$ cat config.mk
export PLATFORM = sky130hd
export DESIGN_NAME = fifo_page_replacement_flat
export DESIGN_NICKNAME = d
export VERILOG_FILES = /design/src/rtl/fpr_pkg.sv /design/src/rtl/fpr_in_if.sv /design/src/rtl/fpr_out_if.sv /design/src/rtl/fpr_cfg_if.sv /design/src/rtl/fifo_page_replacement.sv /design/src/flat_wrapper.sv
export SDC_FILE = /design/constraint.sdc
export NUM_CORES = 2
export LEC_CHECK = 0
export ABC_AREA = 1
export BUFFER_PORTS_ARGS = -buffer_cell sky130_fd_sc_hd__clkbuf_2
export CAP_MARGIN = 10
export CELL_PAD_IN_SITES_DETAIL_PLACEMENT = 1
export CELL_PAD_IN_SITES_GLOBAL_PLACEMENT = 2
export CORE_AREA = 2 2 428 430
export CTS_CLUSTER_SIZE = 30
export DETAILED_ROUTE_END_ITERATION = 7
export DIE_AREA = 0 0 430 432
export PLACE_DENSITY = 0.88
export SYNTH_ARGS = -nofsm -noshare
export SYNTH_HDL_FRONTEND = slang
export SYNTH_SLANG_ARGS = --single-unit
$ cat constraint.sdc
create_clock -name clk -period 10.98 [get_ports clk]
set_input_delay 0.549 -clock clk [delete_from_list [all_inputs] [get_ports clk]]
set_output_delay 0.549 -clock clk [all_outputs]
set_load 0.01 [all_outputs]
$ cat src/rtl/fpr_pkg.sv
// Shared types and constants of the FIFO page replacement block.
package fpr_pkg;

  // Result codes
  typedef enum logic [2:0] {
    OUT_INVALID  = 3'd0,
    OUT_HIT      = 3'd1,
    OUT_FILLED   = 3'd2,
    OUT_REPLACED = 3'd3,
    OUT_FLUSHED  = 3'd4
  } outcome_t;

  // Configuration register indexes
  localparam logic [1:0] REG_LOCAL_MODE    = 2'd0;
  localparam logic [1:0] REG_TOTAL_FRAMES  = 2'd1;
  localparam logic [1:0] REG_ALLOC_PERCENT = 2'd2;

  localparam int CFG_INDEX_BITS = 2;
  localparam int CFG_DATA_BITS  = 7;

  // Item kinds
  localparam logic KIND_ACCESS = 1'b0;
  localparam logic KIND_FLUSH  = 1'b1;

  // floor(x / 100) for x below 2**14 as (x * 5243) >> 19
  localparam int           DIV100_SHIFT = 19;
  localparam logic [12:0]  DIV100_MUL   = 13'd5243;

endpackage

$ cat src/rtl/fpr_in_if.sv
// Input channel: page access or flush items.
interface fpr_in_if #(
  parameter int PID_BITS  = 16,
  parameter int PAGE_BITS = 12
);
  logic                 valid;
  logic                 ready;
  logic                 kind;
  logic [PID_BITS-1:0]  proc_id;
  logic [PAGE_BITS-1:0] page_no;
  logic [PAGE_BITS-1:0] page_count;

  modport source (output valid, kind, proc_id, page_no, page_count, input ready);
  modport sink   (input valid, kind, proc_id, page_no, page_count, output ready);
endinterface

$ cat src/rtl/fpr_out_if.sv
// Output channel: one result per item.
interface fpr_out_if #(
  parameter int PID_BITS  = 16,
  parameter int PAGE_BITS = 12
);
  import fpr_pkg::*;

  logic                 valid;
  logic                 ready;
  outcome_t             outcome;
  logic [PID_BITS-1:0]  evicted_proc;
  logic [PAGE_BITS-1:0] evicted_page;
  logic [31:0]          replace_total;

  modport source (output valid, outcome, evicted_proc, evicted_page, replace_total,
                  input ready);
  modport sink   (input valid, outcome, evicted_proc, evicted_page, replace_total,
                  output ready);
endinterface

$ cat src/rtl/fpr_cfg_if.sv
// Configuration write channel.
interface fpr_cfg_if;
  import fpr_pkg::*;

  logic                      valid;
  logic                      ready;
  logic [CFG_INDEX_BITS-1:0] index;
  logic [CFG_DATA_BITS-1:0]  data;

  modport source (output valid, index, data, input ready);
  modport sink   (input valid, index, data, output ready);
endinterface

$ cat src/rtl/fifo_page_replacement.sv
// FIFO page replacement: resident set in a tag memory scanned one frame a cycle.
// Steps: a flush or an out-of-range page goes straight to the finishing step; an
// access passes multiply, divide, scan (one tag compare per resident frame), evict.
// Throughput: one item at a time; the next transfer is taken the cycle after the
// result is registered, and an untaken result holds the finishing step.
// Reset (rst, synchronous): empty set, zero count, local_mode 0, 64 frames, 100%.
module fifo_page_replacement #(
  parameter int MAX_FRAMES = 64,
  parameter int PAGE_BITS  = 12,
  parameter int PID_BITS   = 16
) (
  input  logic clk,
  input  logic rst,
  fpr_in_if.sink    item,
  fpr_out_if.source result,
  fpr_cfg_if.sink   cfg
);
  import fpr_pkg::*;

  localparam int IW   = (MAX_FRAMES > 1) ? $clog2(MAX_FRAMES) : 1;
  localparam int CW   = $clog2(MAX_FRAMES + 1);
  localparam int TW   = PID_BITS + PAGE_BITS;
  localparam int CMPW = ((PAGE_BITS > 12) ? PAGE_BITS : 12) + 1;

  typedef enum logic [5:0] {
    S_IDLE   = 6'b000001,
    S_MUL    = 6'b000010,
    S_DIV    = 6'b000100,
    S_SCAN   = 6'b001000,
    S_EVICT  = 6'b010000,
    S_FINISH = 6'b100000
  } state_t;

  function automatic logic [IW-1:0] ring_add(input logic [IW-1:0] a,
                                             input logic [CW-1:0] b);
    logic [CW:0] s;
    s = (CW+1)'(a) + (CW+1)'(b);
    if (s >= (CW+1)'(MAX_FRAMES)) begin
      s = s - (CW+1)'(MAX_FRAMES);
    end
    return IW'(s);
  endfunction

  state_t state;

  // Configuration
  logic       local_mode;
  logic [6:0] total_frames;
  logic [6:0] alloc_percent;

  // Resident set
  logic [TW-1:0] tag_mem [MAX_FRAMES];
  logic [TW-1:0] mem_q;
  logic          rd_en;
  logic [IW-1:0] rd_addr;
  logic [IW-1:0] oldest;
  logic [CW-1:0] used;
  logic [31:0]   replacements;

  // Current item
  logic                 item_kind;
  logic                 item_invalid;
  logic [PID_BITS-1:0]  item_pid;
  logic [PAGE_BITS-1:0] item_page;
  logic [PAGE_BITS-1:0] item_count;

  // Sequencer working registers
  logic [13:0]   prod;
  logic [CW-1:0] cap;
  logic [CW-1:0] issue_cnt;
  logic          pend;
  logic          hit;

  // Output register
  logic                 out_valid;
  outcome_t             out_outcome;
  logic [PID_BITS-1:0]  out_pid;
  logic [PAGE_BITS-1:0] out_page;

  logic          in_fire;
  logic          finish_go;
  logic          do_store;
  logic          do_replace;
  logic [IW-1:0] wr_addr;
  logic [26:0]   prod_scaled;
  logic [7:0]    quot;
  logic [CMPW-1:0] cap_raw;
  logic [CMPW-1:0] cap_clamp;
  logic          tag_match;

  assign item.ready = (state == S_IDLE);
  assign in_fire    = item.valid && item.ready;
  assign cfg.ready  = 1'b1;

  assign result.valid         = out_valid;
  assign result.outcome       = out_outcome;
  assign result.evicted_proc  = out_pid;
  assign result.evicted_page  = out_page;
  assign result.replace_total = replacements;

  // Capacity: min(total*percent/100, page count) if local, else total; clamped to frames
  assign prod_scaled = 27'(prod) * 27'(DIV100_MUL);
  assign quot        = prod_scaled[26:DIV100_SHIFT];
  always_comb begin
    if (local_mode) begin
      cap_raw = (CMPW'(quot) < CMPW'(item_count)) ? CMPW'(quot) : CMPW'(item_count);
    end else begin
      cap_raw = CMPW'(total_frames);
    end
    cap_clamp = (cap_raw > CMPW'(MAX_FRAMES)) ? CMPW'(MAX_FRAMES) : cap_raw;
  end

  assign tag_match = (mem_q[PAGE_BITS-1:0] == item_page) &&
                     (local_mode || (mem_q[TW-1:PAGE_BITS] == item_pid));

  assign finish_go  = (state == S_FINISH) && !(out_valid && !result.ready);
  assign do_store   = (item_kind == KIND_ACCESS) && !item_invalid && !hit &&
                      (cap != '0);
  assign do_replace = do_store && (used >= cap);
  assign wr_addr    = ring_add(oldest, used);

  // Read port: window scan, then the oldest frame for a possible eviction
  always_comb begin
    rd_en   = 1'b0;
    rd_addr = oldest;
    if (state == S_SCAN && issue_cnt != used) begin
      rd_en   = 1'b1;
      rd_addr = ring_add(oldest, issue_cnt);
    end else if (state == S_EVICT) begin
      rd_en = 1'b1;
    end
  end

  always_ff @(posedge clk) begin
    if (rd_en) begin
      mem_q <= tag_mem[rd_addr];
    end
    if (finish_go && do_store) begin
      tag_mem[wr_addr] <= {item_pid, item_page};
    end
  end

  always_ff @(posedge clk) begin
    if (rst) begin
      local_mode    <= 1'b0;
      total_frames  <= 7'd64;
      alloc_percent <= 7'd100;
    end else if (cfg.valid && cfg.ready) begin
      case (cfg.index)
        REG_LOCAL_MODE:    local_mode    <= cfg.data[0];
        REG_TOTAL_FRAMES:  total_frames  <= cfg.data;
        REG_ALLOC_PERCENT: alloc_percent <= cfg.data;
        default: ;
      endcase
    end
  end

  // Item registers
  always_ff @(posedge clk) begin
    if (in_fire) begin
      item_kind    <= item.kind;
      item_pid     <= item.proc_id;
      item_page    <= item.page_no;
      item_count   <= item.page_count;
      item_invalid <= (item.page_no == '0) || (item.page_no > item.page_count);
    end
    if (state == S_MUL) begin
      prod <= 14'(total_frames) * 14'(alloc_percent);
    end
    if (state == S_DIV) begin
      cap <= CW'(cap_clamp);
    end
    if (finish_go) begin
      if (do_replace) begin
        out_pid  <= mem_q[TW-1:PAGE_BITS];
        out_page <= mem_q[PAGE_BITS-1:0];
      end else begin
        out_pid  <= '0;
        out_page <= '0;
      end
      if (item_kind == KIND_FLUSH) begin
        out_outcome <= OUT_FLUSHED;
      end else if (item_invalid) begin
        out_outcome <= OUT_INVALID;
      end else if (hit) begin
        out_outcome <= OUT_HIT;
      end else if (do_replace) begin
        out_outcome <= OUT_REPLACED;
      end else begin
        out_outcome <= OUT_FILLED;
      end
    end
  end

  // Sequencer and resident set control
  always_ff @(posedge clk) begin
    if (rst) begin
      state        <= S_IDLE;
      out_valid    <= 1'b0;
      oldest       <= '0;
      used         <= '0;
      replacements <= '0;
      issue_cnt    <= '0;
      pend         <= 1'b0;
      hit          <= 1'b0;
    end else begin
      if (finish_go) begin
        out_valid <= 1'b1;
      end else if (out_valid && result.ready) begin
        out_valid <= 1'b0;
      end
      case (state)
        S_IDLE: begin
          if (in_fire) begin
            hit       <= 1'b0;
            pend      <= 1'b0;
            issue_cnt <= '0;
            if (item.kind == KIND_FLUSH || item.page_no == '0 ||
                item.page_no > item.page_count) begin
              state <= S_FINISH;
            end else begin
              state <= S_MUL;
            end
          end
        end
        S_MUL: state <= S_DIV;
        S_DIV: state <= S_SCAN;
        S_SCAN: begin
          pend <= rd_en;
          if (rd_en) begin
            issue_cnt <= issue_cnt + 1'b1;
          end
          if (pend && tag_match) begin
            hit <= 1'b1;
          end
          if (!rd_en && !pend) begin
            state <= S_EVICT;
          end
        end
        S_EVICT: state <= S_FINISH;
        S_FINISH: begin
          if (finish_go) begin
            state <= S_IDLE;
            if (item_kind == KIND_FLUSH) begin
              if (local_mode) begin
                oldest <= '0;
                used   <= '0;
              end
            end else if (do_replace) begin
              oldest       <= ring_add(oldest, CW'(1));
              replacements <= replacements + 32'd1;
            end else if (do_store) begin
              used <= used + 1'b1;
            end
          end
        end
        default: state <= S_IDLE;
      endcase
    end
  end

endmodule
$ cat src/flat_wrapper.sv
// flat-port wrapper written by rule: the top's interface ports become plain ports
module fifo_page_replacement_flat import fpr_pkg::*;
#(
  parameter int MAX_FRAMES = 64,
  parameter int PAGE_BITS  = 12,
  parameter int PID_BITS   = 16
)
  (clk, rst, item_valid, item_kind, item_proc_id, item_page_no, item_page_count, item_ready, result_valid, result_outcome, result_evicted_proc, result_evicted_page, result_replace_total, result_ready, cfg_valid, cfg_index, cfg_data, cfg_ready);
  fpr_in_if #(.PID_BITS(PID_BITS), .PAGE_BITS(PAGE_BITS)) item_i ();
  fpr_out_if #(.PID_BITS(PID_BITS), .PAGE_BITS(PAGE_BITS)) result_i ();
  fpr_cfg_if cfg_i ();
  input  logic clk;
  input  logic rst;
  input wire logic [$bits(item_i.valid)-1:0] item_valid;
  input wire logic [$bits(item_i.kind)-1:0] item_kind;
  input wire logic [$bits(item_i.proc_id)-1:0] item_proc_id;
  input wire logic [$bits(item_i.page_no)-1:0] item_page_no;
  input wire logic [$bits(item_i.page_count)-1:0] item_page_count;
  output wire logic [$bits(item_i.ready)-1:0] item_ready;
  output wire logic [$bits(result_i.valid)-1:0] result_valid;
  output wire logic [$bits(result_i.outcome)-1:0] result_outcome;
  output wire logic [$bits(result_i.evicted_proc)-1:0] result_evicted_proc;
  output wire logic [$bits(result_i.evicted_page)-1:0] result_evicted_page;
  output wire logic [$bits(result_i.replace_total)-1:0] result_replace_total;
  input wire logic [$bits(result_i.ready)-1:0] result_ready;
  input wire logic [$bits(cfg_i.valid)-1:0] cfg_valid;
  input wire logic [$bits(cfg_i.index)-1:0] cfg_index;
  input wire logic [$bits(cfg_i.data)-1:0] cfg_data;
  output wire logic [$bits(cfg_i.ready)-1:0] cfg_ready;
  assign item_i.valid = item_valid;
  assign item_i.kind = item_kind;
  assign item_i.proc_id = item_proc_id;
  assign item_i.page_no = item_page_no;
  assign item_i.page_count = item_page_count;
  assign item_ready = item_i.ready;
  assign result_valid = result_i.valid;
  assign result_outcome = result_i.outcome;
  assign result_evicted_proc = result_i.evicted_proc;
  assign result_evicted_page = result_i.evicted_page;
  assign result_replace_total = result_i.replace_total;
  assign result_i.ready = result_ready;
  assign cfg_i.valid = cfg_valid;
  assign cfg_i.index = cfg_index;
  assign cfg_i.data = cfg_data;
  assign cfg_ready = cfg_i.ready;
  fifo_page_replacement #(.MAX_FRAMES(MAX_FRAMES), .PAGE_BITS(PAGE_BITS), .PID_BITS(PID_BITS)) u_core (.clk(clk), .rst(rst), .item(item_i), .result(result_i), .cfg(cfg_i));
endmodule
==> flow_metrics.env <==
export IMPL_power_leakage_nw=31.68
export IMPL_power_w=0.01668
export IMPL_leading_cell_type_in_the_layout_fill_and_taps_excluded="sky130_fd_sc_hd__edfxtp_1"
export IMPL_fraction_of_synthesized_cell_area_in_xor_and_xnor_cells_pct=0.6313
export IMPL_tritoncts_num_sinks=1990
export IMPL_setup_worst_path_end_class="register"
export IMPL_post_synth_top_area_fraction_pct=67.92
export IMPL_synth_mux_area_fraction_pct=0
export IMPL_fraction_of_layout_instances_using_a_drive_strength_above_1_pct=10.37
export IMPL_setup_worst_path_start_class="register"
export IMPL_start_util_pct=46.57
export IMPL_timing_critical_path_mode_cell="sky130_fd_sc_hd__nand2_1"
export IMPL_synth_warnings=0
export IMPL_synth_avg_cell_area_um2=12.97
export IMPL_powerDensity_nw_per_um2=175.5
export IMPL_r2r_start="u_core.prod[10]$_DFFE_PP_"
export IMPL_pins_over_slew_limit=0
export IMPL_crit_arrival_ns=7.38
export IMPL_core_area_um2=181700
export IMPL_syn2layout_area_growth_pct=12.28
export IMPL_net_count_synth=6838
export IMPL_synthAdderAreaFrac_pct=4.589
export IMPL_grt_max_degree=186
export IMPL_tcrit_tclk_final_pct=61.18
export IMPL_place_gp_congestion=0.8480
export IMPL_vdd_ir_drop_worst_uv=143.8
export IMPL_timing_worst_slew_pin_value_ns=1.263
export IMPL_synth_seq_area_share_pct=69.72
export IMPL_hold_start="result_ready"
export IMPL_fp_dieW_um=430
export IMPL_synth_top_flop_cell="sky130_fd_sc_hd__edfxtp_1"
export IMPL_critPathSlowestCell="sky130_fd_sc_hd__edfxtp_1"
export IMPL_drtAntennaViolNets=0
export IMPL_placement_io_buffers=119
export IMPL_synth_simple_area_share_pct=8.008
export IMPL_detailroute_via_count=56992
export IMPL_synth_top_family_by_area="compound AO/OA/AOI/OAI gates"
export IMPL_synth_async_sr_flop_share_pct=0
export IMPL_die_y_um=432
export IMPL_multiInputGateArea_um2=22970
export IMPL_drt_pass1_iter_count=8
export IMPL_cts_buffers=202
export IMPL_cts_clk_slew_worst_paths_ns=0.06
export IMPL_timing_setup_tns_ns=0
export IMPL_synth_cell_type_count=55
export IMPL_die_area_um2=185800
export IMPL_final_nets=6927
export IMPL_global_route_usage_total_pct=28.66
export IMPL_ctsLongestPathBuffers=3
export IMPL_cts_htree_levels=4
export IMPL_placementRows=157
export IMPL_routed_via_density=6.212
export IMPL_synth_compound_area_share_pct=13.26
export IMPL_maxClockFrequency_mhz=148.9
export IMPL_setup_repair_after_global_routing_missed_its_margin="false"
export IMPL_leading_cell_types_by_total_area_after_synthesis="sky130_fd_sc_hd__edfxtp_1, sky130_fd_sc_hd__o21ai_0, sky130_fd_sc_hd__nor2_1"
export IMPL_fillCellCount=17940
export IMPL_timing_final_hold_violations=0
export IMPL_layout_cells_most_common_list="sky130_fd_sc_hd__edfxtp_1, sky130_fd_sc_hd__nor2_1, sky130_fd_sc_hd__o21ai_0"
export IMPL_synthCells=6526
export IMPL_post_synth_top_area_cell="sky130_fd_sc_hd__edfxtp_1"
export IMPL_post_cts_repair_setup_buffers=0
export IMPL_antenna_found_initial=2
export IMPL_post_drt_wl_per_cell_um=29.32
export IMPL_path_class="reg2reg"
export IMPL_globalRoute_totalOverflow=0
export IMPL_post_route_min_period_ns=6.717
export IMPL_seq_area_um2=59000
export IMPL_routed_wl_um=269000
export IMPL_post_dp_hpwl_um=147800
export IMPL_critical_path_maximum_fanout=12
export IMPL_grt_first_pass_wirelength_um=395400
export IMPL_min_delay_path_class="in2reg"
export IMPL_critical_path_startpoint="u_core.prod[10]$_DFFE_PP_"
export IMPL_worstPathRequired_ns=11.64
export IMPL_cts_tree="built"
export IMPL_setup_viol=0
export IMPL_ys_ff_latch=1990
export IMPL_outcome="completed"
export IMPL_remaining_drc_errors=0
export IMPL_worst_path_bufs_invs=4
export IMPL_latest_clock_arrival_within_the_worst_skew_pair_ns=0.86
export IMPL_design_portCount=121
export IMPL_cap_violations=0
export IMPL_drtIter0Drc=6476
export IMPL_slew_headroom_pct=15.61
export IMPL_cpLargestDelayFamily="adder cells"
export IMPL_clockRootBuffer="sky130_fd_sc_hd__clkbuf_16"
export IMPL_worst_path_largest_cell_delay_ns=0.56
export IMPL_synthesis_area_um2=84620
export IMPL_grt_pass1_vias=60346
export IMPL_synth_enable_flop_cells=1914
export IMPL_skew_ns=0.05542
synth_stat cells, types with 3 or more instances:
cell,count
sky130_fd_sc_hd__o21ai_0,706
sky130_fd_sc_hd__and3_1,3
sky130_fd_sc_hd__or2_2,76
sky130_fd_sc_hd__nand2_1,269
sky130_fd_sc_hd__clkbuf_1,252
sky130_fd_sc_hd__nand3_1,247
sky130_fd_sc_hd__dfxtp_1,76
sky130_fd_sc_hd__buf_2,133
sky130_fd_sc_hd__nor2_1,907
sky130_fd_sc_hd__o21ai_1,181
sky130_fd_sc_hd__a221oi_1,3
sky130_fd_sc_hd__xor2_1,35
sky130_fd_sc_hd__a21oi_1,97
sky130_fd_sc_hd__ha_1,168
sky130_fd_sc_hd__nand2_2,3
sky130_fd_sc_hd__nor3_1,30
sky130_fd_sc_hd__buf_6,4
sky130_fd_sc_hd__buf_4,14
sky130_fd_sc_hd__o22ai_1,172
sky130_fd_sc_hd__fa_1,89
sky130_fd_sc_hd__o221ai_1,85
sky130_fd_sc_hd__inv_2,11
sky130_fd_sc_hd__a31oi_1,3
sky130_fd_sc_hd__a21o_1,4
sky130_fd_sc_hd__o21bai_1,127
sky130_fd_sc_hd__o211ai_1,436
sky130_fd_sc_hd__nor2_2,5
sky130_fd_sc_hd__o2111ai_1,4
sky130_fd_sc_hd__nand4_1,16
sky130_fd_sc_hd__o21a_1,6
sky130_fd_sc_hd__nand3b_1,5
sky130_fd_sc_hd__inv_1,358
sky130_fd_sc_hd__xnor2_1,26
sky130_fd_sc_hd__nor3b_1,12
sky130_fd_sc_hd__buf_1,13
sky130_fd_sc_hd__nor4_1,13
sky130_fd_sc_hd__edfxtp_1,1914
power breakdown:
group	switching, W	internal, W	total, W
Sequential	0.0000434	0.00871	0.00876
Clock	0.00299	0.00384	0.00682
Combinational	0.000874	0.000225	0.00110
layout make-up:
| cell class | count | share of cell area, % |
|---|---|---|
| Antenna cell | 3 | 0.007901 |
| Multi-Input combinational cell | 3749 | 24.18 |
| Sequential cell | 1990 | 62.09 |
| Tap cell | 2385 | 3.141 |
| Timing Repair Buffer | 302 | 2.320 |
| Clock inverter | 113 | 1.098 |
| Inverter | 370 | 1.485 |
| Clock buffer | 263 | 5.681 |
layer usage:
metal  global-route usage, %  part of all wire, %  vias to the layer above  wire length [um]
met5                       0               0.0026                        -                 7
met4                   13.70                  4.8                        2             13040
met3                   3.746                  6.9                      542             18690
met2                   48.51                   49                     2603            132700
met1                   36.62                   39                    29473            104500
li1                        -                    -                    24372                 -
worst paths after layout:
path	end	slack [ns]	cells past startpoint
setup / recovery	u_core.cap[4]$_SDFFCE_PN0P_	4.26	29
hold / removal	u_core.result.valid$_SDFFE_PP0P_	0.17	4
setup reg to reg	u_core.cap[4]$_SDFFCE_PN0P_	4.26	29
hold reg to reg	u_core.result.replace_total[28]$_SDFFE_PP0P_	0.50	2
kinds of logic (layout without fill, tap and decap cells):
family | Yosys count | in the layout
xor gates and xnor gates | 61 | 61
DFF | 1990 | 1990
other | 1 | 4
AOI/OAI and AO/OA | 1833 | 1833
adders and majority gates | 257 | 257
buffers and inverters | 787 | 1048
and+or+nand+nor | 1597 | 1597
flip-flops by register name (all words and copies together), names as in the netlist, 12 cells and up:
signal,flops
u_core.mem_q,28
u_core.tag_mem,1792
u_core.item_count,12
u_core.result.replace_total,32
u_core.item_pid,16
u_core.item_page,12
u_core.prod,14
u_core.result.evicted_proc,16
u_core.result.evicted_page,12
tightest hold or removal path, stage by stage:
cell and delay [ns]:
sky130_fd_sc_hd__clkbuf_2 0.07, sky130_fd_sc_hd__nor2_1 0.11, sky130_fd_sc_hd__inv_1 0.12, sky130_fd_sc_hd__a21oi_1 0.08
stage by stage:
stage	setup slack, ns	area [um2]	hold WS (ns)	util, %	instances
global placement	4.298	88030	0.4717	48.45	8744
global route	3.688	95010	0.1786	52.29	9173
finish	4.263	95020	0.1702	52.29	9175
detailed placement	4.277	88030	0.4823	48.45	8744
floorplan	5.172	84620	0.4419	-	6526
CTS	4.221	94980	0.1065	52.27	9171
repair_timing:
item,in CTS,in global routing
endpoints found under the hold margin,55,0
hold buffers,51,0
resized for setup,0,0
setup endpoints to repair,0,0
No activity file was read; power rests on OpenSTA's default activity.
